File: src/rtl/tce_pkg.sv
`default_nettype none

package tce_pkg;

    localparam int ROWS_DEF = 25;
    localparam int COLS_DEF = 80;

    localparam logic [7:0] DEFAULT_COLOR = 8'h0F;
    localparam logic [7:0] CH_NEWLINE    = 8'd10;
    localparam logic [7:0] CH_BACKSPACE  = 8'd8;
    localparam logic [7:0] CH_SPACE      = 8'd32;

    typedef enum logic [2:0] {
        CMD_PUT_CHAR  = 3'd0,
        CMD_SET_CUR   = 3'd1,
        CMD_CLEAR     = 3'd2,
        CMD_SET_COLOR = 3'd3,
        CMD_RST_COLOR = 3'd4,
        CMD_INIT      = 3'd5,
        CMD_READ_CELL = 3'd6
    } cmd_t;

    typedef enum logic [2:0] {
        ST_WIPE,
        ST_IDLE,
        ST_READ,
        ST_SCROLL,
        ST_FILL,
        ST_RESP
    } state_t;

    typedef struct packed {
        logic [10:0] cursor_pos;
        logic [4:0]  cursor_row;
        logic [6:0]  cursor_col;
        logic [7:0]  cell_char;
        logic [7:0]  cell_color;
    } res_t;

endpackage

`default_nettype wire

File: src/rtl/tce_ctrl.sv
`default_nettype none

module tce_ctrl #(
    parameter int ROWS = tce_pkg::ROWS_DEF,
    parameter int COLS = tce_pkg::COLS_DEF,
    parameter int NCELLS = ROWS * COLS,
    parameter int AW = $clog2(NCELLS)
) (
    input  wire logic                aclk,
    input  wire logic                aresetn,
    input  wire logic                s_valid,
    output logic                     s_ready,
    input  wire logic [2:0]          s_cmd,
    input  wire logic [7:0]          s_ch,
    input  wire logic signed [15:0]  s_row_req,
    input  wire logic signed [15:0]  s_col_req,
    input  wire logic [3:0]          s_fg,
    input  wire logic [3:0]          s_bg,
    input  wire logic                out_free,
    output logic                     res_push,
    output tce_pkg::res_t            res,
    output logic                     ram_we,
    output logic [AW-1:0]            ram_waddr,
    output logic [15:0]              ram_wdata,
    output logic [AW-1:0]            ram_raddr,
    input  wire logic [15:0]         ram_rdata
);

    localparam int RW = (ROWS > 1) ? $clog2(ROWS) : 1;
    localparam int CW = $clog2(COLS);
    localparam logic [AW-1:0] LAST_ADDR   = AW'(NCELLS - 1);
    localparam logic [AW-1:0] BOTTOM_ADDR = AW'((ROWS - 1) * COLS);
    localparam logic [AW-1:0] FIRST_SRC   = AW'((ROWS > 1) ? COLS : 0);

    tce_pkg::state_t state_reg, state_next;
    logic [RW-1:0] cur_row_reg, cur_row_next;
    logic [CW-1:0] cur_col_reg, cur_col_next;
    logic [7:0]    color_reg, color_next;
    logic [7:0]    fill_color_reg, fill_color_next;
    logic [AW-1:0] scan_reg, scan_next;
    logic [AW-1:0] fill_reg, fill_next;
    logic          pend_reg, pend_next;
    logic [AW-1:0] pend_addr_reg, pend_addr_next;
    logic [7:0]    cell_char_reg, cell_char_next;
    logic [7:0]    cell_color_reg, cell_color_next;

    logic          accept;
    logic [RW-1:0] clamp_row;
    logic [CW-1:0] clamp_col;
    logic [RW:0]   row_inc;
    logic [CW:0]   col_inc;
    logic [RW-1:0] a_row;
    logic [CW-1:0] a_col;
    logic [AW-1:0] cell_addr;
    logic          row_adv;
    logic [15:0]   row_ext;
    logic [15:0]   col_ext;

    assign accept  = s_valid && s_ready;
    assign row_inc = {1'b0, cur_row_reg} + 1'b1;
    assign col_inc = {1'b0, cur_col_reg} + 1'b1;

    always_comb begin
        if (s_row_req[15]) begin
            clamp_row = '0;
        end else if (s_row_req >= 16'(ROWS)) begin
            clamp_row = RW'(ROWS - 1);
        end else begin
            clamp_row = RW'(s_row_req);
        end
        if (s_col_req[15]) begin
            clamp_col = '0;
        end else if (s_col_req >= 16'(COLS)) begin
            clamp_col = CW'(COLS - 1);
        end else begin
            clamp_col = CW'(s_col_req);
        end
    end

    // one shared address multiplier: read cell, put char, backspace
    always_comb begin
        if (s_cmd == tce_pkg::CMD_READ_CELL) begin
            a_row = clamp_row;
            a_col = clamp_col;
        end else if (s_ch == tce_pkg::CH_BACKSPACE) begin
            a_row = cur_row_reg;
            a_col = cur_col_reg - 1'b1;
        end else begin
            a_row = cur_row_reg;
            a_col = cur_col_reg;
        end
        cell_addr = AW'(a_row * COLS + a_col);
    end

    always_comb begin
        state_next      = state_reg;
        cur_row_next    = cur_row_reg;
        cur_col_next    = cur_col_reg;
        color_next      = color_reg;
        fill_color_next = fill_color_reg;
        scan_next       = scan_reg;
        fill_next       = fill_reg;
        pend_next       = 1'b0;
        pend_addr_next  = scan_reg - AW'(COLS);
        cell_char_next  = cell_char_reg;
        cell_color_next = cell_color_reg;
        s_ready         = 1'b0;
        res_push        = 1'b0;
        ram_we          = 1'b0;
        ram_waddr       = cell_addr;
        ram_wdata       = {color_reg, s_ch};
        ram_raddr       = cell_addr;
        row_adv         = 1'b0;

        case (state_reg)
            tce_pkg::ST_WIPE, tce_pkg::ST_FILL: begin
                if (pend_reg) begin
                    // last copy of the scroll lands first
                    ram_we    = 1'b1;
                    ram_waddr = pend_addr_reg;
                    ram_wdata = ram_rdata;
                end else begin
                    ram_we    = 1'b1;
                    ram_waddr = fill_reg;
                    ram_wdata = {fill_color_reg, tce_pkg::CH_SPACE};
                    fill_next = fill_reg + 1'b1;
                    if (fill_reg == LAST_ADDR) begin
                        state_next = (state_reg == tce_pkg::ST_WIPE) ? tce_pkg::ST_IDLE
                                                                     : tce_pkg::ST_RESP;
                    end
                end
            end
            tce_pkg::ST_IDLE: begin
                s_ready         = 1'b1;
                if (accept) begin
                    state_next      = tce_pkg::ST_RESP;
                    cell_char_next  = '0;
                    cell_color_next = '0;
                    case (s_cmd)
                        tce_pkg::CMD_PUT_CHAR: begin
                            if (s_ch == tce_pkg::CH_NEWLINE) begin
                                cur_col_next = '0;
                                row_adv      = 1'b1;
                            end else if (s_ch == tce_pkg::CH_BACKSPACE) begin
                                if (cur_col_reg != '0) begin
                                    cur_col_next = cur_col_reg - 1'b1;
                                    ram_we       = 1'b1;
                                    ram_wdata    = {color_reg, tce_pkg::CH_SPACE};
                                end
                            end else begin
                                ram_we = 1'b1;
                                if (col_inc >= (CW+1)'(COLS)) begin
                                    cur_col_next = '0;
                                    row_adv      = 1'b1;
                                end else begin
                                    cur_col_next = col_inc[CW-1:0];
                                end
                            end
                            if (row_adv) begin
                                if (row_inc >= (RW+1)'(ROWS)) begin
                                    cur_row_next    = RW'(ROWS - 1);
                                    fill_color_next = color_reg;
                                    scan_next       = FIRST_SRC;
                                    fill_next       = BOTTOM_ADDR;
                                    state_next      = (ROWS > 1) ? tce_pkg::ST_SCROLL
                                                                 : tce_pkg::ST_FILL;
                                end else begin
                                    cur_row_next = row_inc[RW-1:0];
                                end
                            end
                        end
                        tce_pkg::CMD_SET_CUR: begin
                            cur_row_next = clamp_row;
                            cur_col_next = clamp_col;
                        end
                        tce_pkg::CMD_CLEAR: begin
                            cur_row_next    = '0;
                            cur_col_next    = '0;
                            fill_color_next = color_reg;
                            fill_next       = '0;
                            state_next      = tce_pkg::ST_FILL;
                        end
                        tce_pkg::CMD_SET_COLOR: begin
                            color_next = {s_bg, s_fg};
                        end
                        tce_pkg::CMD_RST_COLOR: begin
                            color_next = tce_pkg::DEFAULT_COLOR;
                        end
                        tce_pkg::CMD_INIT: begin
                            cur_row_next    = '0;
                            cur_col_next    = '0;
                            color_next      = tce_pkg::DEFAULT_COLOR;
                            fill_color_next = tce_pkg::DEFAULT_COLOR;
                            fill_next       = '0;
                            state_next      = tce_pkg::ST_FILL;
                        end
                        tce_pkg::CMD_READ_CELL: begin
                            state_next = tce_pkg::ST_READ;
                        end
                        default: begin
                        end
                    endcase
                end
            end
            tce_pkg::ST_READ: begin
                cell_char_next  = ram_rdata[7:0];
                cell_color_next = ram_rdata[15:8];
                state_next      = tce_pkg::ST_RESP;
            end
            tce_pkg::ST_SCROLL: begin
                // read one row down, write it back in the next cycle
                ram_raddr = scan_reg;
                pend_next = 1'b1;
                scan_next = scan_reg + 1'b1;
                if (pend_reg) begin
                    ram_we    = 1'b1;
                    ram_waddr = pend_addr_reg;
                    ram_wdata = ram_rdata;
                end
                if (scan_reg == LAST_ADDR) begin
                    state_next = tce_pkg::ST_FILL;
                end
            end
            tce_pkg::ST_RESP: begin
                if (out_free) begin
                    res_push   = 1'b1;
                    state_next = tce_pkg::ST_IDLE;
                end
            end
            default: begin
                state_next = tce_pkg::ST_IDLE;
            end
        endcase
    end

    always_ff @(posedge aclk) begin
        if (!aresetn) begin
            state_reg      <= tce_pkg::ST_WIPE;
            cur_row_reg    <= '0;
            cur_col_reg    <= '0;
            color_reg      <= tce_pkg::DEFAULT_COLOR;
            fill_color_reg <= tce_pkg::DEFAULT_COLOR;
            fill_reg       <= '0;
            scan_reg       <= '0;
            pend_reg       <= 1'b0;
        end else begin
            state_reg      <= state_next;
            cur_row_reg    <= cur_row_next;
            cur_col_reg    <= cur_col_next;
            color_reg      <= color_next;
            fill_color_reg <= fill_color_next;
            fill_reg       <= fill_next;
            scan_reg       <= scan_next;
            pend_reg       <= pend_next;
        end
    end

    always_ff @(posedge aclk) begin
        pend_addr_reg  <= pend_addr_next;
        cell_char_reg  <= cell_char_next;
        cell_color_reg <= cell_color_next;
    end

    assign row_ext = 16'(cur_row_reg);
    assign col_ext = 16'(cur_col_reg);

    always_comb begin
        res.cursor_pos = 11'(cur_row_reg * COLS + cur_col_reg);
        res.cursor_row = row_ext[4:0];
        res.cursor_col = col_ext[6:0];
        res.cell_char  = cell_char_reg;
        res.cell_color = cell_color_reg;
    end

    a_pend_after_scroll: assert property (@(posedge aclk) disable iff (!aresetn)
        pend_reg |-> $past(state_reg == tce_pkg::ST_SCROLL))
        else $error("copy write without a scroll read");

    a_cursor_on_screen: assert property (@(posedge aclk) disable iff (!aresetn)
        state_reg == tce_pkg::ST_IDLE |->
            (32'(cur_row_reg) < ROWS) && (32'(cur_col_reg) < COLS))
        else $error("cursor off screen");

    a_accept_leaves_idle: assert property (@(posedge aclk) disable iff (!aresetn)
        accept |=> state_reg != tce_pkg::ST_IDLE)
        else $error("transaction accepted without processing");

    a_scroll_no_overlap: assert property (@(posedge aclk) disable iff (!aresetn)
        (state_reg == tce_pkg::ST_SCROLL && ram_we) |-> ram_waddr != ram_raddr)
        else $error("scroll write hits the cell being read");

endmodule

`default_nettype wire

File: config.mk
export PLATFORM = sky130hd
export DESIGN_NAME = tce_ctrl
export DESIGN_NICKNAME = d
export VERILOG_FILES = /design/src/rtl/tce_pkg.sv /design/src/rtl/tce_ctrl.sv
export SDC_FILE = /design/constraint.sdc
export NUM_CORES = 1
export LEC_CHECK = 0
export BUFFER_PORTS_ARGS = -buffer_cell sky130_fd_sc_hd__buf_4
export CORE_MARGIN = 8
export CORE_UTILIZATION = 54
export CTS_CLUSTER_SIZE = 30
export DETAILED_ROUTE_END_ITERATION = 10
export PLACE_DENSITY = 0.89
export SYNTH_ARGS = -nofsm -noshare
export SYNTH_HDL_FRONTEND = slang
export SYNTH_SLANG_ARGS = --single-unit
File: constraint.sdc
create_clock -name aclk -period 6.7 [get_ports aclk]
set_clock_uncertainty 0.15 [all_clocks]
set_input_delay 1.34 -clock aclk [delete_from_list [all_inputs] [get_ports aclk]]
set_output_delay 1.34 -clock aclk [all_outputs]
set_load 0.01 [all_outputs]
==> out/summary.json <==
{
  "drt": {
    "drt-vias-per-instance": 6.17,
    "drt_pre_antenna_iters": 5,
    "wirelength_mm": 18.6,
    "routed-via-count": 5968,
    "postRouteAntennaNets": 0,
    "post_drt_wl_per_cell_um": 19.3,
    "dr.first_iter.drc_count": 550,
    "drt_drc_violations_left": 0
  },
  "hold_path": {
    "hp-start": "scan_reg[3]",
    "min_path_type": "register to register",
    "worst_hold_path.num_cells": 0,
    "worst_hold_path.endpoint": "pend_addr_reg[3]"
  },
  "final_layout": {
    "fillerInstances": 831,
    "layout-area-overhead-vs-synth_pct": 24.2,
    "most_common_cell_after_layout_fill_and_taps_aside": "buf_4",
    "non_filler_instances": 967,
    "finish.net_count": 928,
    "most_frequent_cells_in_the_layout": "buf_4, nand2_1, nor2_1, dfxtp_1, o21ai_0",
    "antenna_cells_inserted": 0,
    "final_util_pct": 68.5,
    "drive_above_1_share_pct": 23.6
  },
  "synthesis": {
    "synth-compound-area-share_pct": 22.7,
    "seq_area_frac_synth_pct": 31.6,
    "yosys.cell_types.count": 73,
    "synth_cells": 702,
    "mappedNetlistArea_um2": 5640,
    "top_reg_cell_synth": "dfxtp_1",
    "synth-edff-count": 16,
    "synth_warnings": 0,
    "synthTopCellsByArea": "dfxtp_1, edfxtp_1, ha_1",
    "syn-num-nets": 804,
    "synth-adder-area-share_pct": 7.40,
    "synth_top_cell_by_area": "dfxtp_1",
    "yosys-mux-area-fraction_pct": 4.01,
    "synth_top_area_share_pct": 23.1,
    "largest_family_of_logic_cells_by_synthesized_area": "simple AND/OR/NAND/NOR gates",
    "post_synth_and_or_nand_nor_area_fraction_pct": 24.3,
    "post_synth.cell_area_avg_um2": 8.04,
    "synth_seq_cells": 81,
    "synth_xor_xnor_area_share_pct": 4.66,
    "synthArstFlopShare_pct": 0
  },
  "global_route": {
    "pin_count_of_the_biggest_net_entering_global_routing": 29,
    "grt_antenna_before_repair": 0,
    "first_global_vias": 5932,
    "groute.usage.overall_pct": 25.6,
    "wire_length_of_the_first_global_routing_pass_mm": 29.9,
    "grt-ovfl-total": 0
  },
  "clocking": {
    "cts-root-to-sink-buffers": 2,
    "cts_tree": "built",
    "clock_tree.root_cell": "clkbuf_8",
    "cts.reportedPaths.clkPinSlew_ps": 100,
    "htree_num_levels": 3,
    "cts.sinks": 81,
    "clkLatencyLatePin_ps": 370,
    "numCtsBuffers": 9,
    "cts_setup_buffers": 0
  },
  "worst_setup_path": {
    "path_class": "primary input to output port",
    "setup.reg_to_reg.worst_slack_ps": 3370,
    "reg2reg_to": "cur_col_reg[3]",
    "worst_ep_arrival_time_ps": 4930,
    "worstReg2RegStart": "state_reg[0]",
    "worst_setup_path_end_kind": "output port",
    "path_max_fanout": 6,
    "critPathRequiredTime_ps": 5210,
    "reg2regPathDepth": 5,
    "crit_path_start_kind": "primary input"
  },
  "power_and_ir_drop": {
    "pwr_density_cell_nw_per_um2": 136,
    "total_leakage_power_nw": 2.89,
    "max-vdd-ir-drop_mv": 0.0992
  },
  "sta": {
    "tightestPinTransition_ps": 1010,
    "timing_max_transition_violations_final": 0,
    "hold_viol_final": 0,
    "fmax_mhz": 156,
    "min_period_over_period_pct": 95.8,
    "final-setup-viol-count": 0,
    "unrepaired_setup_endpoints_after_global_routing": "false",
    "setup_slack_ps": 278,
    "layout_min_cycle_time_ps": 6420,
    "fin_setup_tns_ps": 0,
    "worst_slew_margin_rel_pct": 31.8
  },
  "outcome": {
    "outcome": "finished, final reports clean"
  },
  "floorplan": {
    "initial_utilization_pct": 55.2,
    "die_width_um": 118,
    "core_area_um2": 10200,
    "die_height_um": 118,
    "fp.dieArea_um2": 14000,
    "i_o_pin_cnt": 151,
    "floorplan.rows": 37
  },
  "placed_design": {
    "port_buffers": 150,
    "pre_cts_ws_ps": 204,
    "gp_congestion": 0.928,
    "dp_cells": 951,
    "hpwl_mm": 14.6
  },
  "flow_run": {
    "cap_viol_max_count": 0
  }
}
## per-layer routing
layer	track usage, %	vias to the layer above	wire length [um]
met5	0	-	0
met4	10.9	0	563
met3	6.14	44	1570
met2	43.3	338	8900
met1	30.4	2798	7620
li1	-	2788	-
## how the worst max path moves through the flow
stage                         end          from  slack, ps  depth (start not counted)
floorplan           ram_waddr[10]      s_cmd[2]        540                         16
global placement    ram_waddr[10]  s_row_req[2]        370                         17
detailed placement  ram_waddr[10]      s_cmd[1]        200                         16
CTS                 ram_waddr[10]      s_cmd[1]        180                         16
global route        ram_waddr[10]  s_row_req[2]         60                         17
finish              ram_raddr[10]       s_ch[5]        280                         15
## Yosys cell counts, drive strengths merged, types with 4 or more instances
cell type,count
mux2,5
a222oi,6
o21ai,53
or3,6
and2,21
nor2,67
nand2,70
xor2,14
o31ai,11
nand3,26
o22ai,11
nor3,16
dfxtp,65
clkbuf,32
a21oi,40
nand2b,9
xnor2,16
nand4,6
mux2i,17
and3,5
ha,27
inv,34
a22oi,7
edfxtp,16
buf,10
nor4,8
or2,7
or4,5
nor2b,11
a22o,8
a31oi,10
fa,4
a21o,8
## worst max-delay path, cell delays in order
cell	delay, ps
buf_4	130
or4_4	560
nor3_4	340
and3_1	290
xnor2_1	130
o21ai_0	100
ha_1	230
fa_1	400
a21oi_1	370
nor4_1	130
o21a_1	210
nor3_1	220
xor2_1	210
a21oi_1	100
buf_4	180
## final cells by class
| type | count | area (um2) | area share, % |
|---|---|---|---|
| Multi-Input combinational cell | 545 | 3560 | 50.9 |
| Sequential cell | 81 | 1780 | 25.4 |
| Timing Repair Buffer | 155 | 1160 | 16.6 |
| Tap cell | 136 | 170 | 2.43 |
| Clock buffer | 10 | 149 | 2.12 |
| Inverter | 34 | 128 | 1.82 |
| Clock inverter | 6 | 51.3 | 0.732 |
## stage by stage
| stage | hold slack (ps) | power, W | instance area, um2 |
|---|---|---|---|
| 6_report | 291 | 0.000954 | 7010 |
| 2_1_floorplan | 227 | 0.000542 | 5640 |
| 3_5_place_dp | 268 | 0.000595 | 6800 |
| 3_3_place_gp | 258 | 0.000593 | 6800 |
| 4_1_cts | 284 | 0.000953 | 7000 |
| 5_1_grt | 304 | 0.000982 | 7010 |
## report_power, final
group	switching [W]	internal, W
logic	0.0000440	0.0000434
clock network	0.000204	0.000164
registers	0.00000200	0.000496
total	0.000250	0.000703
## timing repair
item | in CTS | in global routing
resized for setup | 0 | 5
endpoints found under the setup margin | 0 | 2
hold buffers | 0 | 0
## kinds of logic after synthesis
| group | Yosys count |
|---|---|
| and+or+nand+nor | 271 |
| AOI/OAI and AO/OA | 191 |
| DFF | 81 |
| buffers and inverters | 76 |
| adders and majority gates | 31 |
| xor gates and xnor gates | 30 |
| muxes | 22 |
Power figures use the tool's default switching activity.
